===== config.mk =====
export PLATFORM = sky130hd
export DESIGN_NAME = q4k_fpu
export DESIGN_NICKNAME = d
export VERILOG_FILES = /design/src/rtl/q4k_pkg.sv /design/src/rtl/q4k_fpu.sv
export SDC_FILE = /design/constraint.sdc
export NUM_CORES = 2
export LEC_CHECK = 0
export ABC_AREA = 1
export BUFFER_PORTS_ARGS = -buffer_cell sky130_fd_sc_hd__buf_4
export CAP_MARGIN = 20
export CORE_MARGIN = 2
export CORE_UTILIZATION = 55
export DETAILED_ROUTE_END_ITERATION = 7
export PLACE_DENSITY_LB_ADDON = 0.2
export SLEW_MARGIN = 0
export SYNTH_ARGS = -nofsm -noshare
export SYNTH_HDL_FRONTEND = slang
export SYNTH_SLANG_ARGS = --single-unit

===== constraint.sdc =====
create_clock -name clock -period 10.4 [get_ports clock]
set_input_delay 3.12 -clock clock [delete_from_list [all_inputs] [get_ports clock]]
set_output_delay 3.12 -clock clock [all_outputs]
set_load 0.1 [all_outputs]

===== src/rtl/q4k_pkg.sv =====
// Shared types, constants and conversion functions for the Q4_K dot product block.
// No dependencies; every other RTL file imports it.
`default_nettype none
package q4k_pkg;

   localparam int LANES_DEF        = 8;
   localparam int GROUP_SIZE       = 32;
   localparam int GROUPS_PER_SUPER = 8;
   localparam int PAIRS_PER_SUPER  = GROUPS_PER_SUPER / 2;
   localparam int PROD_W           = 12;   // nibble times int8 activation
   localparam int GSUM_W           = 18;   // exact group sum of 32 products

   localparam logic [1:0] CMD_HEADER = 2'd0;
   localparam logic [1:0] CMD_PAIR   = 2'd1;
   localparam logic [1:0] CMD_DATA   = 2'd2;
   localparam logic [1:0] CMD_FINISH = 2'd3;

   localparam logic [1:0] FOP_ADD = 2'd0;
   localparam logic [1:0] FOP_SUB = 2'd1;
   localparam logic [1:0] FOP_MUL = 2'd2;

   // destinations of a float step result
   localparam logic [2:0] DST_T      = 3'd0;
   localparam logic [2:0] DST_U      = 3'd1;
   localparam logic [2:0] DST_MIN    = 3'd2;
   localparam logic [2:0] DST_SCALED = 3'd3;
   localparam logic [2:0] DST_TOTAL  = 3'd4;

   localparam logic [31:0] QNAN = 32'h7FC0_0000;

   typedef struct packed {
      logic        start;
      logic [1:0]  op;
      logic [31:0] a;
      logic [31:0] b;
   } fpu_req_type;

   // exact half to single conversion, subnormals normalized
   function automatic logic [31:0] half_to_single(input logic [15:0] h);
      logic [31:0] r;
      logic [9:0]  mn;
      int          p;
      p  = 0;
      mn = h[9:0];
      if (h[14:10] == 5'd0) begin
         if (h[9:0] == 10'd0) begin
            r = {h[15], 31'd0};
         end else begin
            for (int k = 0; k < 10; k++) begin
               if (h[k]) p = k;
            end
            mn = h[9:0] << (10 - p);
            r  = {h[15], 8'(103 + p), mn, 13'd0};
         end
      end else if (h[14:10] == 5'h1F) begin
         r = {h[15], 8'hFF, h[9:0], 13'd0};
      end else begin
         r = {h[15], 8'({3'd0, h[14:10]} + 8'd112), h[9:0], 13'd0};
      end
      return r;
   endfunction

   // exact signed integer to single conversion
   function automatic logic [31:0] int_to_single(input logic signed [GSUM_W-1:0] x);
      logic [GSUM_W-1:0] mag;
      logic [GSUM_W-1:0] sh;
      logic [31:0]       r;
      int                p;
      p   = 0;
      mag = x[GSUM_W-1] ? GSUM_W'(-x) : GSUM_W'(x);
      for (int k = 0; k < GSUM_W; k++) begin
         if (mag[k]) p = k;
      end
      sh = mag << (GSUM_W - 1 - p);
      if (mag == '0) begin
         r = 32'd0;
      end else begin
         r = {x[GSUM_W-1], 8'(127 + p), sh[GSUM_W-2:0], {(24 - GSUM_W){1'b0}}};
      end
      return r;
   endfunction

   function automatic logic [31:0] six_to_single(input logic [5:0] v);
      return int_to_single(GSUM_W'(signed'({1'b0, v})));
   endfunction

   function automatic logic [7:0] store_byte(input logic [95:0] st, input int j);
      return st[8*j +: 8];
   endfunction

   // 6-bit group scale from the packed scale bytes
   function automatic logic [5:0] group_scale(input logic [95:0] st, input logic [2:0] g);
      int gi;
      logic [7:0] b0, b1;
      gi = int'(g);
      b0 = store_byte(st, gi % 4);
      b1 = store_byte(st, gi + 4);
      if (gi < 4) return b0[5:0];
      return {b0[7:6], b1[3:0]};
   endfunction

   // 6-bit group minimum from the packed scale bytes
   function automatic logic [5:0] group_min(input logic [95:0] st, input logic [2:0] g);
      int gi;
      logic [7:0] bg, b4;
      gi = int'(g);
      bg = store_byte(st, gi);
      b4 = store_byte(st, gi + 4);
      if (gi < 4) return b4[5:0];
      return {bg[7:6], b4[7:4]};
   endfunction

endpackage
`default_nettype wire


===== src/rtl/q4k_fpu.sv =====
// Shared single-precision add/subtract/multiply unit, three stages, round to nearest even.
// Depends on q4k_pkg.
`default_nettype none
module q4k_fpu (
   input  wire logic                  clock,
   input  wire logic                  reset,
   input  wire q4k_pkg::fpu_req_type  req,
   output logic                       done,
   output logic [31:0]                result
);
   import q4k_pkg::*;

   // stage 1: unpack, multiply or align and add
   logic               v1_ff, v1_in;
   logic               s1_sign_ff, s1_sign_in;
   logic signed [10:0] s1_exp_ff, s1_exp_in;
   logic [47:0]        s1_man_ff, s1_man_in;
   logic               s1_spec_ff, s1_spec_in;
   logic [31:0]        s1_sval_ff, s1_sval_in;
   // stage 2: normalized mantissa with sticky
   logic               v2_ff, v2_in;
   logic               s2_sign_ff, s2_sign_in;
   logic signed [10:0] s2_exp_ff, s2_exp_in;
   logic [26:0]        s2_man_ff, s2_man_in;
   logic               s2_spec_ff, s2_spec_in;
   logic [31:0]        s2_sval_ff, s2_sval_in;
   // stage 3: rounded result
   logic               v3_ff, v3_in;
   logic [31:0]        res_ff, res_in;

   logic [31:0]        ax, bx, xv, yv;
   logic               nan_a, nan_b, inf_a, inf_b, zero_a, zero_b, swap;
   logic [23:0]        ma, mb, xm, ym;
   logic signed [10:0] ea, eb, xe, ye, diff;
   logic [47:0]        prod;
   logic [5:0]         shamt, lz;
   logic [53:0]        tmp;
   logic [26:0]        yal;
   logic [27:0]        sum28;
   logic [47:0]        pn;
   int                 top;

   function automatic logic [31:0] round_pack(input logic s, input logic signed [10:0] e,
                                              input logic [26:0] m);
      logic [26:0]        mm;
      logic [53:0]        t;
      logic [24:0]        rs;
      logic               up;
      logic signed [10:0] ef;
      logic [31:0]        r;
      int                 sh;
      mm = m;
      sh = 0;
      if (e <= 11'sd0) begin
         sh = 1 - int'(e);
         if (sh > 27) sh = 27;
         t  = {m, 27'd0} >> sh;
         mm = {t[53:28], t[27] | (|t[26:0])};
      end
      up = mm[2] & (mm[1] | mm[0] | mm[3]);
      rs = {1'b0, mm[26:3]} + 25'(up);
      ef = e + 11'(rs[24]);
      if (m == 27'd0) begin
         r = {s, 31'd0};
      end else if (e <= 11'sd0) begin
         r = {s, 7'd0, rs[23], rs[22:0]};
      end else if (ef >= 11'sd255) begin
         r = {s, 8'hFF, 23'd0};
      end else begin
         r = {s, ef[7:0], rs[24] ? rs[23:1] : rs[22:0]};
      end
      return r;
   endfunction

   // stage 1 datapath
   always_comb begin
      ax     = req.a;
      bx     = (req.op == FOP_SUB) ? {~req.b[31], req.b[30:0]} : req.b;
      nan_a  = (&ax[30:23]) && (|ax[22:0]);
      nan_b  = (&bx[30:23]) && (|bx[22:0]);
      inf_a  = (&ax[30:23]) && !(|ax[22:0]);
      inf_b  = (&bx[30:23]) && !(|bx[22:0]);
      zero_a = !(|ax[30:0]);
      zero_b = !(|bx[30:0]);
      ma     = {|ax[30:23], ax[22:0]};
      mb     = {|bx[30:23], bx[22:0]};
      ea     = (|ax[30:23]) ? {3'd0, ax[30:23]} : 11'sd1;
      eb     = (|bx[30:23]) ? {3'd0, bx[30:23]} : 11'sd1;
      prod   = ma * mb;
      // larger magnitude goes first for the add path
      swap   = bx[30:0] > ax[30:0];
      xv     = swap ? bx : ax;
      yv     = swap ? ax : bx;
      xm     = swap ? mb : ma;
      ym     = swap ? ma : mb;
      xe     = swap ? eb : ea;
      ye     = swap ? ea : eb;
      diff   = xe - ye;
      shamt  = (diff > 11'sd27) ? 6'd27 : diff[5:0];
      tmp    = {ym, 3'd0, 27'd0} >> shamt;
      yal    = {tmp[53:28], tmp[27] | (|tmp[26:0])};
      sum28  = (xv[31] == yv[31]) ? ({1'b0, xm, 3'd0} + {1'b0, yal})
                                  : ({1'b0, xm, 3'd0} - {1'b0, yal});
      v1_in  = req.start;
      if (req.op == FOP_MUL) begin
         s1_sign_in = ax[31] ^ bx[31];
         s1_exp_in  = ea + eb - 11'sd126;
         s1_man_in  = prod;
         s1_spec_in = nan_a || nan_b || inf_a || inf_b;
         s1_sval_in = (nan_a || nan_b || (inf_a && zero_b) || (inf_b && zero_a))
                      ? QNAN : {ax[31] ^ bx[31], 8'hFF, 23'd0};
      end else begin
         s1_sign_in = (sum28 == 28'd0) ? (xv[31] & yv[31]) : xv[31];
         s1_exp_in  = xe + 11'sd1;
         s1_man_in  = {sum28, 20'd0};
         s1_spec_in = nan_a || nan_b || inf_a || inf_b;
         s1_sval_in = (nan_a || nan_b || (inf_a && inf_b && (ax[31] != bx[31])))
                      ? QNAN : (inf_a ? ax : bx);
      end
   end

   // stage 2: find the leading one and normalize
   always_comb begin
      top = 0;
      for (int k = 0; k < 48; k++) begin
         if (s1_man_ff[k]) top = k;
      end
      lz         = 6'(47 - top);
      pn         = s1_man_ff << lz;
      v2_in      = v1_ff;
      s2_sign_in = s1_sign_ff;
      s2_exp_in  = s1_exp_ff - 11'(lz);
      s2_man_in  = (s1_man_ff == 48'd0) ? 27'd0 : {pn[47:22], |pn[21:0]};
      s2_spec_in = s1_spec_ff;
      s2_sval_in = s1_sval_ff;
   end

   // stage 3: round and pack
   always_comb begin
      v3_in  = v2_ff;
      res_in = s2_spec_ff ? s2_sval_ff : round_pack(s2_sign_ff, s2_exp_ff, s2_man_ff);
   end

   always_ff @(posedge clock) begin
      if (reset) begin
         v1_ff <= 1'b0;
         v2_ff <= 1'b0;
         v3_ff <= 1'b0;
      end else begin
         v1_ff <= v1_in;
         v2_ff <= v2_in;
         v3_ff <= v3_in;
      end
      s1_sign_ff <= s1_sign_in;
      s1_exp_ff  <= s1_exp_in;
      s1_man_ff  <= s1_man_in;
      s1_spec_ff <= s1_spec_in;
      s1_sval_ff <= s1_sval_in;
      s2_sign_ff <= s2_sign_in;
      s2_exp_ff  <= s2_exp_in;
      s2_man_ff  <= s2_man_in;
      s2_spec_ff <= s2_spec_in;
      s2_sval_ff <= s2_sval_in;
      res_ff     <= res_in;
   end

   assign done   = v3_ff;
   assign result = res_ff;

endmodule
`default_nettype wire


==> summary.md <==
| Metric | Value |
|---|---|
| Die Ht | 265.8 um |
| Yosys warns | 0 |
| Setup TNS | 0 ns |
| Cells after synthesis | 5545 |
| Die area | 70650 sq um |
| Final net count | 6642 |
| Worst path arrival time | 10.55 ns |
| Critical path launch point type | input port |
| Cell area after synthesis | 37690 sq um |
| CTS Hold Bufs | 0 |
| CORE AREA | 67510 sq um |
| Antenna diodes | 0 |
| Initial Utilization | 0.5583 |
| Number of global-route vias before repair | 35760 |
| Cell count after placement | 6614 |
| CTS tree | yes |
| Clk sinks | 199 |
| CTS Buf Count | 17 |
| Max Clock Freq | 0.09823 GHz |
| GP Congestion | 1.043 |
| Final setup skew | 0.02602 ns |
| DRT antenna net count | 0 |
| Ys flop type | dfxtp_1 |
| Final setup viols | 0 |
| Endpoint type of the worst setup path | register |
| # fillers | 6475 |
| DRT Wirelength | 131.9 mm |
| Status | complete, no violations |
| Max-slew violations | 0 |
| Syn-to-layout area delta | 12.80% |
| Layout cells sized above 1 | 0.1220 |
| CTS clk-pin slew, worst paths | 0.10 ns |
| Number of synthesized register bits | 199 |
| PortBufs | 101 |
| Worst path most repeated cell | nand2_1 |
| Crit Path Max Fanout | 14 |
| WL/cell | 19.78 um |
| H-Tree Level Count | 4 |
| # IOs | 102 |
| Critical path's largest stage delay | 0.43 ns |
| Drt pass-1 iters | 6 |
| Worst min path class | register to register |
| Placed cell area | 41140 sq um |
| EDFF count, synth | 0 |
| Post-synthesis area per instance | 6.798 sq um |
| Final std cells w/o fill | 6668 |
| Slew @ Worst Pin | 0.9994 ns |
| Slew headroom | 0.3330 |
| Grt ovf | 0 |
| Largest net degree at the start of global routing | 97 |
| Residual DRC | 0 |
| RSZ-0062 raised after global routing | yes |
| Crit path time final | 10.18 ns |
| Top-count cell post-synth | nand2_1 |
| Endpoints failing hold | 0 |
| DRT iter0 DRCs | 3760 |
| Asr flop ratio synth | 0 |
| Initial antenna violation count | 6 |
| Max-cap violations | 0 |
| Hpwl dp | 107.7 mm |
| Via density | 5.557 |
| Finished Cell Area | 42520 sq um |
| Die Span X | 265.8 um |
| Crit path kind | input port to register |
| Crit-path slowest cell | or3_4 |
| Clock buffer depth | 2 |
| Period utilization | 0.9789 |
| First-pass GRT wire length | 202.4 mm |
| Root buffer cell | clkbuf_16 |
| Clk_lat worst skew | 0.47 ns |
| Worst-case hold slack | 0.3250 ns |
| Post-synth net total | 6405 |
| Synth cell count leaders | 1518 x nand2_1, 1127 x inv_1, 485 x fa_1, 404 x nand3_1, 306 x ha_1 |
| GRT Util Overall | 0.3723 |
| Biggest area consumer among synthesized cells | fa_1 |
| Synth area leaders | fa_1 26%, nand2_1 15%, inv_1 11% |
| Floorplan row count | 95 |
| Synth cell types | 69 |
| Seq/Total Area, Yosys | 0.1057 |
| Critical Path RT | 10.77 ns |
| Synth top area share | 0.2576 |
| Via count | 37050 |
-- cell type report --
cell class	instances	area [sq um]	share of cell area
multi-input combinational	3930	28630	0.6733
inverter	1140	4298	0.1011
timing repair buffer	493	3894	0.09158
clock buffer	18	439.2	0.01033
sequential	199	3984	0.09369
tap	873	1092	0.02569
timing repair inverter	1	8.758	0.0002060
clock inverter	14	176.4	0.004149
-- per-stage QoR --
stage	utilization	setup WS, ns
global route	0.6298	-0.3492
floorplan	-	0.07272
detailed placement	0.6094	-0.6941
CTS	0.6187	0.003733
finish	0.6298	0.2194
global placement	0.6094	-0.6786
-- layout by cell type (no fill, tap or decap), types with 40 or more instances in the layout --
cell and instances:
nand3_2 40, nand2_1 1497, nand3_1 382, o21ai_0 259, o21ai_1 51, xor2_1 49, a21oi_1 149, nor2_1 275
nand4_1 48, ha_1 294, buf_4 467, fa_1 484, inv_1 1121, dfxtp_1 199
-- kinds of logic after synthesis --
logic type      count (synthesis)  synth area share
compound gates                629           0.09384
xor+xnor                       77           0.01789
fa+ha+maj                     791            0.3591
buf+inv                      1416            0.1475
flops                         199            0.1057
mux                            17          0.004514
simple gates                 2416            0.2714
-- worst paths after layout --
check | from | end | slack (ns) | cells after the start
setup / recovery | req[36] | s1_sign_ff | 0.22 | 63
setup reg to reg | s2_exp_ff[1] | result[17] | 1.41 | 46
hold reg to reg | s1_sval_ff[13] | s2_sval_ff[13] | 0.32 | 0
hold / removal | s1_sval_ff[13] | s2_sval_ff[13] | 0.32 | 0
-- sequential cells by signal, summed over array words and instances, names as in the netlist --
| register | count |
|---|---|
| s1_sign_ff | 1 |
| s1_exp_ff | 10 |
| s1_spec_ff | 1 |
| done | 1 |
| result | 32 |
| s1_sval_ff | 32 |
| v2_ff | 1 |
| s2_sign_ff | 1 |
| s2_man_ff | 27 |
| v1_ff | 1 |
| s2_sval_ff | 32 |
| s2_exp_ff | 11 |
| s2_spec_ff | 1 |
| s1_man_ff | 48 |
-- routing by layer --
metal	vias up	global-route usage	routed length, um
li1	17480	-	-
met1	17470	0.5123	54860
met2	1836	0.5857	58530
met3	258	0.07403	13460
met4	8	0.1280	4969
met5	-	0	75
-- timing repair --
| action | 4_1_cts | 5_1_grt |
|---|---|---|
| setup endpoints to repair | 1 | 14 |
| setup buffers | 1 | 18 |
| gates cloned | 0 | 3 |
| pin swaps | 0 | 48 |
| resized for setup | 1 | 134 |
-- worst max-delay path, delay by kind of cell --
kind	cells	cell delay, ns
buf+inv	11	1.05
fa+ha+maj	3	0.78
compound gates	7	1.04
simple gates	42	4.49
Power is left out: the tool's default activity adds up to more than one toggle a clock period on the data nets, which glitch-free logic cannot reach.
