File: src/rtl/q4k_pkg.sv
// Shared types, constants and conversion functions for the Q4_K dot product block.
// No dependencies; every other RTL file imports it.
`default_nettype none
package q4k_pkg;

   localparam int LANES_DEF        = 8;
   localparam int GROUP_SIZE       = 32;
   localparam int GROUPS_PER_SUPER = 8;
   localparam int PAIRS_PER_SUPER  = GROUPS_PER_SUPER / 2;
   localparam int PROD_W           = 12;   // nibble times int8 activation
   localparam int GSUM_W           = 18;   // exact group sum of 32 products

   localparam logic [1:0] CMD_HEADER = 2'd0;
   localparam logic [1:0] CMD_PAIR   = 2'd1;
   localparam logic [1:0] CMD_DATA   = 2'd2;
   localparam logic [1:0] CMD_FINISH = 2'd3;

   localparam logic [1:0] FOP_ADD = 2'd0;
   localparam logic [1:0] FOP_SUB = 2'd1;
   localparam logic [1:0] FOP_MUL = 2'd2;

   // destinations of a float step result
   localparam logic [2:0] DST_T      = 3'd0;
   localparam logic [2:0] DST_U      = 3'd1;
   localparam logic [2:0] DST_MIN    = 3'd2;
   localparam logic [2:0] DST_SCALED = 3'd3;
   localparam logic [2:0] DST_TOTAL  = 3'd4;

   localparam logic [31:0] QNAN = 32'h7FC0_0000;

   typedef struct packed {
      logic        start;
      logic [1:0]  op;
      logic [31:0] a;
      logic [31:0] b;
   } fpu_req_type;

   // exact half to single conversion, subnormals normalized
   function automatic logic [31:0] half_to_single(input logic [15:0] h);
      logic [31:0] r;
      logic [9:0]  mn;
      int          p;
      p  = 0;
      mn = h[9:0];
      if (h[14:10] == 5'd0) begin
         if (h[9:0] == 10'd0) begin
            r = {h[15], 31'd0};
         end else begin
            for (int k = 0; k < 10; k++) begin
               if (h[k]) p = k;
            end
            mn = h[9:0] << (10 - p);
            r  = {h[15], 8'(103 + p), mn, 13'd0};
         end
      end else if (h[14:10] == 5'h1F) begin
         r = {h[15], 8'hFF, h[9:0], 13'd0};
      end else begin
         r = {h[15], 8'({3'd0, h[14:10]} + 8'd112), h[9:0], 13'd0};
      end
      return r;
   endfunction

   // exact signed integer to single conversion
   function automatic logic [31:0] int_to_single(input logic signed [GSUM_W-1:0] x);
      logic [GSUM_W-1:0] mag;
      logic [GSUM_W-1:0] sh;
      logic [31:0]       r;
      int                p;
      p   = 0;
      mag = x[GSUM_W-1] ? GSUM_W'(-x) : GSUM_W'(x);
      for (int k = 0; k < GSUM_W; k++) begin
         if (mag[k]) p = k;
      end
      sh = mag << (GSUM_W - 1 - p);
      if (mag == '0) begin
         r = 32'd0;
      end else begin
         r = {x[GSUM_W-1], 8'(127 + p), sh[GSUM_W-2:0], {(24 - GSUM_W){1'b0}}};
      end
      return r;
   endfunction

   function automatic logic [31:0] six_to_single(input logic [5:0] v);
      return int_to_single(GSUM_W'(signed'({1'b0, v})));
   endfunction

   function automatic logic [7:0] store_byte(input logic [95:0] st, input int j);
      return st[8*j +: 8];
   endfunction

   // 6-bit group scale from the packed scale bytes
   function automatic logic [5:0] group_scale(input logic [95:0] st, input logic [2:0] g);
      int gi;
      logic [7:0] b0, b1;
      gi = int'(g);
      b0 = store_byte(st, gi % 4);
      b1 = store_byte(st, gi + 4);
      if (gi < 4) return b0[5:0];
      return {b0[7:6], b1[3:0]};
   endfunction

   // 6-bit group minimum from the packed scale bytes
   function automatic logic [5:0] group_min(input logic [95:0] st, input logic [2:0] g);
      int gi;
      logic [7:0] bg, b4;
      gi = int'(g);
      bg = store_byte(st, gi);
      b4 = store_byte(st, gi + 4);
      if (gi < 4) return b4[5:0];
      return {bg[7:6], b4[7:4]};
   endfunction

endpackage
`default_nettype wire

File: src/rtl/q4k_lane.sv
// One multiply lane: weight nibbles times signed int8 activations, registered.
// Depends on q4k_pkg.
`default_nettype none
module q4k_lane (
   input  wire logic                              clock,
   input  wire logic                              load,
   input  wire logic [7:0]                        weight_byte,
   input  wire logic [7:0]                        act_even,
   input  wire logic [7:0]                        act_odd,
   output logic signed [q4k_pkg::PROD_W-1:0]      prod_even,
   output logic signed [q4k_pkg::PROD_W-1:0]      prod_odd
);
   import q4k_pkg::*;

   logic signed [PROD_W-1:0] full_even, full_odd;
   logic signed [PROD_W-1:0] prod_even_ff, prod_even_in;
   logic signed [PROD_W-1:0] prod_odd_ff, prod_odd_in;

   // low nibble feeds the even block, high nibble the odd block
   always_comb begin
      full_even    = $signed({1'b0, weight_byte[3:0]}) * $signed(act_even);
      full_odd     = $signed({1'b0, weight_byte[7:4]}) * $signed(act_odd);
      prod_even_in = load ? full_even : prod_even_ff;
      prod_odd_in  = load ? full_odd : prod_odd_ff;
   end

   always_ff @(posedge clock) begin
      prod_even_ff <= prod_even_in;
      prod_odd_ff  <= prod_odd_in;
   end

   assign prod_even = prod_even_ff;
   assign prod_odd  = prod_odd_ff;

endmodule
`default_nettype wire

File: config.mk
export PLATFORM = sky130hd
export DESIGN_NAME = q4k_lane
export DESIGN_NICKNAME = d
export VERILOG_FILES = /design/src/rtl/q4k_pkg.sv /design/src/rtl/q4k_lane.sv
export SDC_FILE = /design/constraint.sdc
export NUM_CORES = 1
export LEC_CHECK = 0
export BUFFER_PORTS_ARGS = -buffer_cell sky130_fd_sc_hd__buf_2
export CAP_MARGIN = 20
export CORE_MARGIN = 1
export CORE_UTILIZATION = 30
export CTS_CLUSTER_SIZE = 16
export DETAILED_ROUTE_END_ITERATION = 7
export GPL_TIMING_DRIVEN = 0
export PLACE_DENSITY = 0.46
export SETUP_SLACK_MARGIN = 0.1
export SLEW_MARGIN = 40
export SYNTH_ARGS = -nofsm -noshare
export SYNTH_HDL_FRONTEND = slang
export SYNTH_SLANG_ARGS = --single-unit
export TNS_END_PERCENT = 50
File: constraint.sdc
create_clock -name clock -period 3.6 [get_ports clock]
set_input_delay 0.54 -clock clock [delete_from_list [all_inputs] [get_ports clock]]
set_output_delay 0.54 -clock clock [all_outputs]
set_load 0.005 [all_outputs]
==> results by group, run 1 <==
Final layout
  • Commonest cells after routing, fill and taps aside: 69 x inv_1, 49 x buf_2, 43 x and2_1
  • Most common cell after layout, fill and taps aside: inv_1
  • Fin util: 0.3645
  • Total Nets Final: 469
  • Area growth from synthesis to layout: 16.65%
  • Post-Layout Inst Area: 0.003612 sq mm
  • Fill cells: 1053
  • Antenna diode count: 0
  • Layout cells sized above 1: 0.1875

Synth
  • Yosys Warn Count: 0
  • Distinct cells, synth: 25
  • Post-Syn Nets: 415
  • Synthesized instance count: 315
  • Sequential area share after synthesis: 0.2327
  • Flip-flop and latch count after synthesis: 24
  • Cell Area, Synth: 0.003097 sq mm
  • Synth Area per Inst: roughly 9.8 sq um

Detailed routing
  • DRT iter0 DRCs: 45
  • Routed vias/inst: about 4.4
  • DR vias: 2208
  • Routed WL: 5434 um
  • Number of remaining DRC errors: 0
  • DRT Pass-1 Iters: 4
  • Post-route antenna net violation count: 0
  • WL/cell: 10.85 um

Placed design
  • RePlAce Congestion: about 0.8
  • I/O Buffers: 49
  • Worst slack, placed: -89.23 ps
  • DP Wirelength: 4575 um
  • Placed instance area: 0.003508 sq mm

Clock tree
  • H-tree depth: 1
  • # Post-CTS Setup Buffers: 0
  • TritonCTS buffer count: 3
  • CTS tree: done
  • Sinks on Clock Net: 24
  • Longest Clk Path Bufs: 2
  • Post_cts resized: 0
  • CTS Hold Buffers Added: 0
  • Clk slew on worst S/H paths: around 90 ps
  • Root buffer cell: clkbuf_8

Timing
  • Fmax: 0.2968 GHz
  • Actual slew at the worst max-slew pin: 551.3 ps
  • RSZ-0062 raised after global routing: true
  • Final worst path period need: 3370 ps
  • Rel. slew slack: 0.6325
  • Final worst-path cycle share: 0.9361
  • Final setup fails: 0
  • Final hold viol count: 0
  • Max Slew Vio Count: 0
  • Worst Slack Setup Final: 230.2 ps

Global route
  • Initial antenna violation count: 0
  • Largest net degree at the start of global routing: 25
  • Global-route wire length before repair: 9791 um
  • Number of global-route vias before repair: 2183
  • GRT Overall Usage: 0.1103
  • Overflow after GRT: 0

Die
  • Die Wd: 103.6 um
  • Die H: 103.6 um
  • Die Footprint: 0.01073 sq mm
  • Area of the core: around 0.0099 sq mm
  • Std cell rows: 36
  • Starting Density: 0.3125
  • Num ports: 50

Worst setup path
  • Crit path required time: about 3600 ps
  • Arr. time, crit path: 3390 ps
  • Crit path capture: prod_even[9]
  • CP Launch Type: input port
  • Crit path launch: weight_byte[2]
  • Worst Setup End Kind: register
  • Crit Path Max Fanout: 8
  • Kind of critical path: in2reg

Power
  • Peak VDD IR: 0.1577 mV
  • Pwr dens: 384.2 mW/mm^2
  • Leak pwr: around 0.0017 uW

Run
  • Max-cap violation count: 0

Run status
  • Outcome: completed

Hold path
  • HP Class: in2reg
==> how the worst min path moves through the flow <==
stage / cells after the start / endpoint / slack (ps) / startpoint
after floorplan: 0 / prod_even[0] / 650 / load
after global placement: 2 / prod_odd[0] / 870 / act_odd[0]
after detailed placement: 2 / prod_odd[0] / 870 / act_odd[0]
after CTS: 2 / prod_odd[0] / 590 / act_odd[0]
after global routing: 2 / prod_even[0] / 600 / act_even[0]
final: 2 / prod_odd[0] / 590 / act_odd[0]
==> power by group <==
| group | leakage, uW | internal (uW) | switching (uW) | total, uW |
|---|---|---|---|---|
| Sequential | 0.000234 | 421 | 24.2 | 445 |
| Clock | 0.0000357 | 149 | 86.9 | 235 |
| Combinational | 0.00147 | 324 | 383 | 707 |
| Total | 0.00174 | 893 | 494 | 1390 |
==> logic make-up (layout without fill, tap and decap cells) <==
group | count (synthesis) | count (layout) | share of synthesized area
buffers and inverters | 69 | 122 | 0.08364
muxes | 2 | 2 | 0.006465
AOI/OAI and AO/OA | 30 | 30 | 0.06626
adders and majority gates | 74 | 74 | 0.3766
and+or+nand+nor | 94 | 94 | 0.1697
DFF | 24 | 24 | 0.2327
xor gates and xnor gates | 22 | 22 | 0.06465
==> area by class of cell <==
class                           instances  area [sq um]  area share
Multi-Input combinational cell        222          2150      0.5951
Sequential cell                        24         720.7      0.1995
Inverter                               69         259.0     0.07170
Timing Repair Buffer                   49         245.2     0.06789
Tap cell                              133         166.4     0.04607
Clock buffer                            3         41.29     0.01143
Clock inverter                          1         30.03    0.008313
==> cells in the mapped netlist <==
cell	instances	share of area
a31oi_1	2	0.0040
o2111a_1	2	0.0073
nand3_1	6	0.0097
nand2_2	2	0.0040
xnor2_2	1	0.0053
inv_1	69	0.084
nor4_1	2	0.0040
and2_1	43	0.087
nand2_1	19	0.023
o2111ai_2	2	0.0097
xor2_1	4	0.011
a21oi_2	4	0.011
edfxtp_1	24	0.23
nor3b_1	4	0.0097
a21o_1	2	0.0048
and2_2	4	0.0097
a21oi_1	10	0.016
mux2i_1	2	0.0065
xnor2_1	17	0.048
nor2_1	8	0.0097
o21ai_0	8	0.013
ha_1	42	0.17
and2b_1	2	0.0048
nor2b_1	4	0.0081
fa_1	32	0.21
==> flip-flops by register name (all words and copies together) (netlist names) <==
name	flops
prod_odd	12
prod_even	12
==> layer usage <==
layer | global-route usage | wire (um) | vias up
met5 | 0 | 0 | -
met4 | 0.01553 | 25 | 0
met1 | 0.1501 | 2683 | 1069
li1 | - | - | 1111
met2 | 0.1831 | 2562 | 26
met3 | 0.02329 | 162 | 2
==> per-stage QoR <==
step	instances	hold WS [ps]	setup TNS [ps]	total power (uW)
2_1_floorplan	315	652.5	0	942.6
3_3_place_gp	497	871.2	-315.3	1151
3_5_place_dp	497	867.4	-264.6	1151
4_1_cts	501	585.3	0	1403
5_1_grt	501	599.9	0	1527
6_report	501	592.7	0	1388
==> worst max-delay path, stage by stage <==
cell and delay [ps]:
buf_2 140, and2_1 140, ha_1 310, fa_1 540, inv_1 60, fa_1 530
inv_1 50, ha_2 360, nand3_1 120, o2111ai_4 250, a21o_1 170, a21oi_2 60
xnor2_1 130
Note: power is estimated with default switching activity, not from simulation.
==> run 2, diff against run 1 <==
- PLACE_DENSITY: 0.46 -> 0.47
==> results by group, run 2 (synthesized netlist as in run 1, its figures left out) <==
Final layout
  • Layout cells sized above 1: 0.1821
  • Commonest cells after routing, fill and taps aside: 69 x inv_1, 49 x buf_2, 43 x and2_1
  • Post-Layout Inst Area: between 0.003 and 0.004 sq mm
  • Most common cell after layout, fill and taps aside: inv_1
  • Fill cells: roughly 1100
  • Total Nets Final: 469
  • Area growth from synthesis to layout: 15.72%
  • Antenna diode count: 0

Clock tree
  • H-tree depth: 1
  • Clk slew on worst S/H paths: approximately 90 ps
  • Root buffer cell: clkbuf_8
  • Sinks on Clock Net: 24
  • Longest Clk Path Bufs: 2
  • TritonCTS buffer count: 3
  • CTS Hold Buffers Added: 0
  • CTS tree: done

Die
  • Starting Density: 0.3125
  • Die Wd: 103.6 um
  • Num ports: 50
  • Area of the core: a little under 0.01 sq mm
  • Std cell rows: 36
  • Die Footprint: ~0.011 sq mm
  • Die H: approximately 100 um

Timing
  • RSZ-0062 raised after global routing: true
  • Final worst path period need: roughly 3400 ps
  • Hold Slack: 600.2 ps
  • Final setup fails: 0
  • Fmax: 0.2957 GHz
  • Final worst-path cycle share: 0.9394
  • Final hold viol count: 0
  • Rel. slew slack: 0.6194
  • Actual slew at the worst max-slew pin: 570.8 ps
  • Max Slew Vio Count: 0

Global route
  • Largest net degree at the start of global routing: 25
  • GRT Overall Usage: 0.1067
  • Initial antenna violation count: 0
  • Global-route wire length before repair: around 9400 um
  • Number of global-route vias before repair: 2120
  • Overflow after GRT: 0

Worst setup path
  • Worst Setup End Kind: register
  • Arr. time, crit path: 3400 ps
  • Kind of critical path: in2reg
  • Crit path required time: 3620 ps
  • Slowest-stage cell, CP: fa_1
  • Crit Path Max Fanout: 8
  • CP Cell Sequence: buf_2 -> and2_1 -> ha_1 -> inv_1 -> fa_1 -> fa_1 -> inv_1 -> ha_1 -> nor2b_1 -> o21ai_0 -> a21oi_1 -> mux2i_1 -> nand3_1
  • CP Launch Type: input port
  • Max incr delay on CP: 540 ps

Power
  • Leak pwr: ~0.0017 uW
  • Peak VDD IR: ~0.16 mV
  • Pwr dens: 382.6 mW/mm^2

Detailed routing
  • Routed vias/inst: 4.359
  • DR vias: 2184
  • WL/cell: about 11 um
  • Post-route antenna net violation count: 0
  • DRT Pass-1 Iters: 4
  • DRT iter0 DRCs: 53
  • Number of remaining DRC errors: 0
  • Routed WL: 5361 um

Run
  • Max-cap violation count: 0

Placed design
  • Placed instance area: 0.003508 sq mm
  • DP Wirelength: 4536 um
  • I/O Buffers: 49
  • RePlAce Congestion: 0.7626

Hold path
  • HP Class: in2reg

Run status
  • Outcome: completed
run 2: path summary, 6_finish.rpt:
| check | cells past startpoint | slack, ps | endpoint | startpoint |
|---|---|---|---|---|
| setup / recovery | 13 | 220 | prod_even[10] | weight_byte[3] |
| hold / removal | 2 | 600 | prod_odd[0] | act_odd[0] |
run 2: where the power goes:
part           internal, uW  leakage [uW]  switching, uW  total (uW)
logic                   318       0.00147            372         690
clock network           149     0.0000357           87.7         236
registers               421      0.000234           23.9         445
run 2: routing by layer:
layer / track usage / wire (um) / up-vias
met1: 0.1390 / 2589 / 1045
met3: 0.02266 / 165 / 2
li1: - / - / 1107
met4: 0.01553 / 27 / 0
met2: 0.1846 / 2579 / 30
met5: 0 / 0 / -
run 2: timing repair:
action	in CTS	in global routing
setup buffers	0	0
setup endpoints to repair	0	2
gates resized for setup	0	2
run 2: through the flow:
step                      std cells  utilization  setup slack [ps]  setup TNS, ps  total power (uW)
after CTS                       501       0.3612             215.3              0              1400
after global placement          497       0.3540            -78.66         -266.5              1147
after global routing            501       0.3616             92.36              0              1508
after detailed placement        497       0.3540            -89.06         -237.3              1150
after floorplan                 315            -             238.1              0             942.6
final                           501       0.3616             218.0              0              1371
run 2: area by class of cell:
cell class              instances  area [sq um]  area share
clock buffers                   3         41.29     0.01152
clock inverters                 1         30.03    0.008380
inverters                      69         259.0     0.07228
multi-input cells             222          2121      0.5918
flip-flops and latches         24         720.7      0.2011
well taps                     133         166.4     0.04644
repair buffers                 49         245.2     0.06844
run 2: worst max-delay path: cells and delay by family:
family / cells / cell delay (ps)
mux: 1 / 220
buf+inv: 3 / 230
compound gates: 2 / 380
fa+ha+maj: 4 / 1640
simple gates: 3 / 380
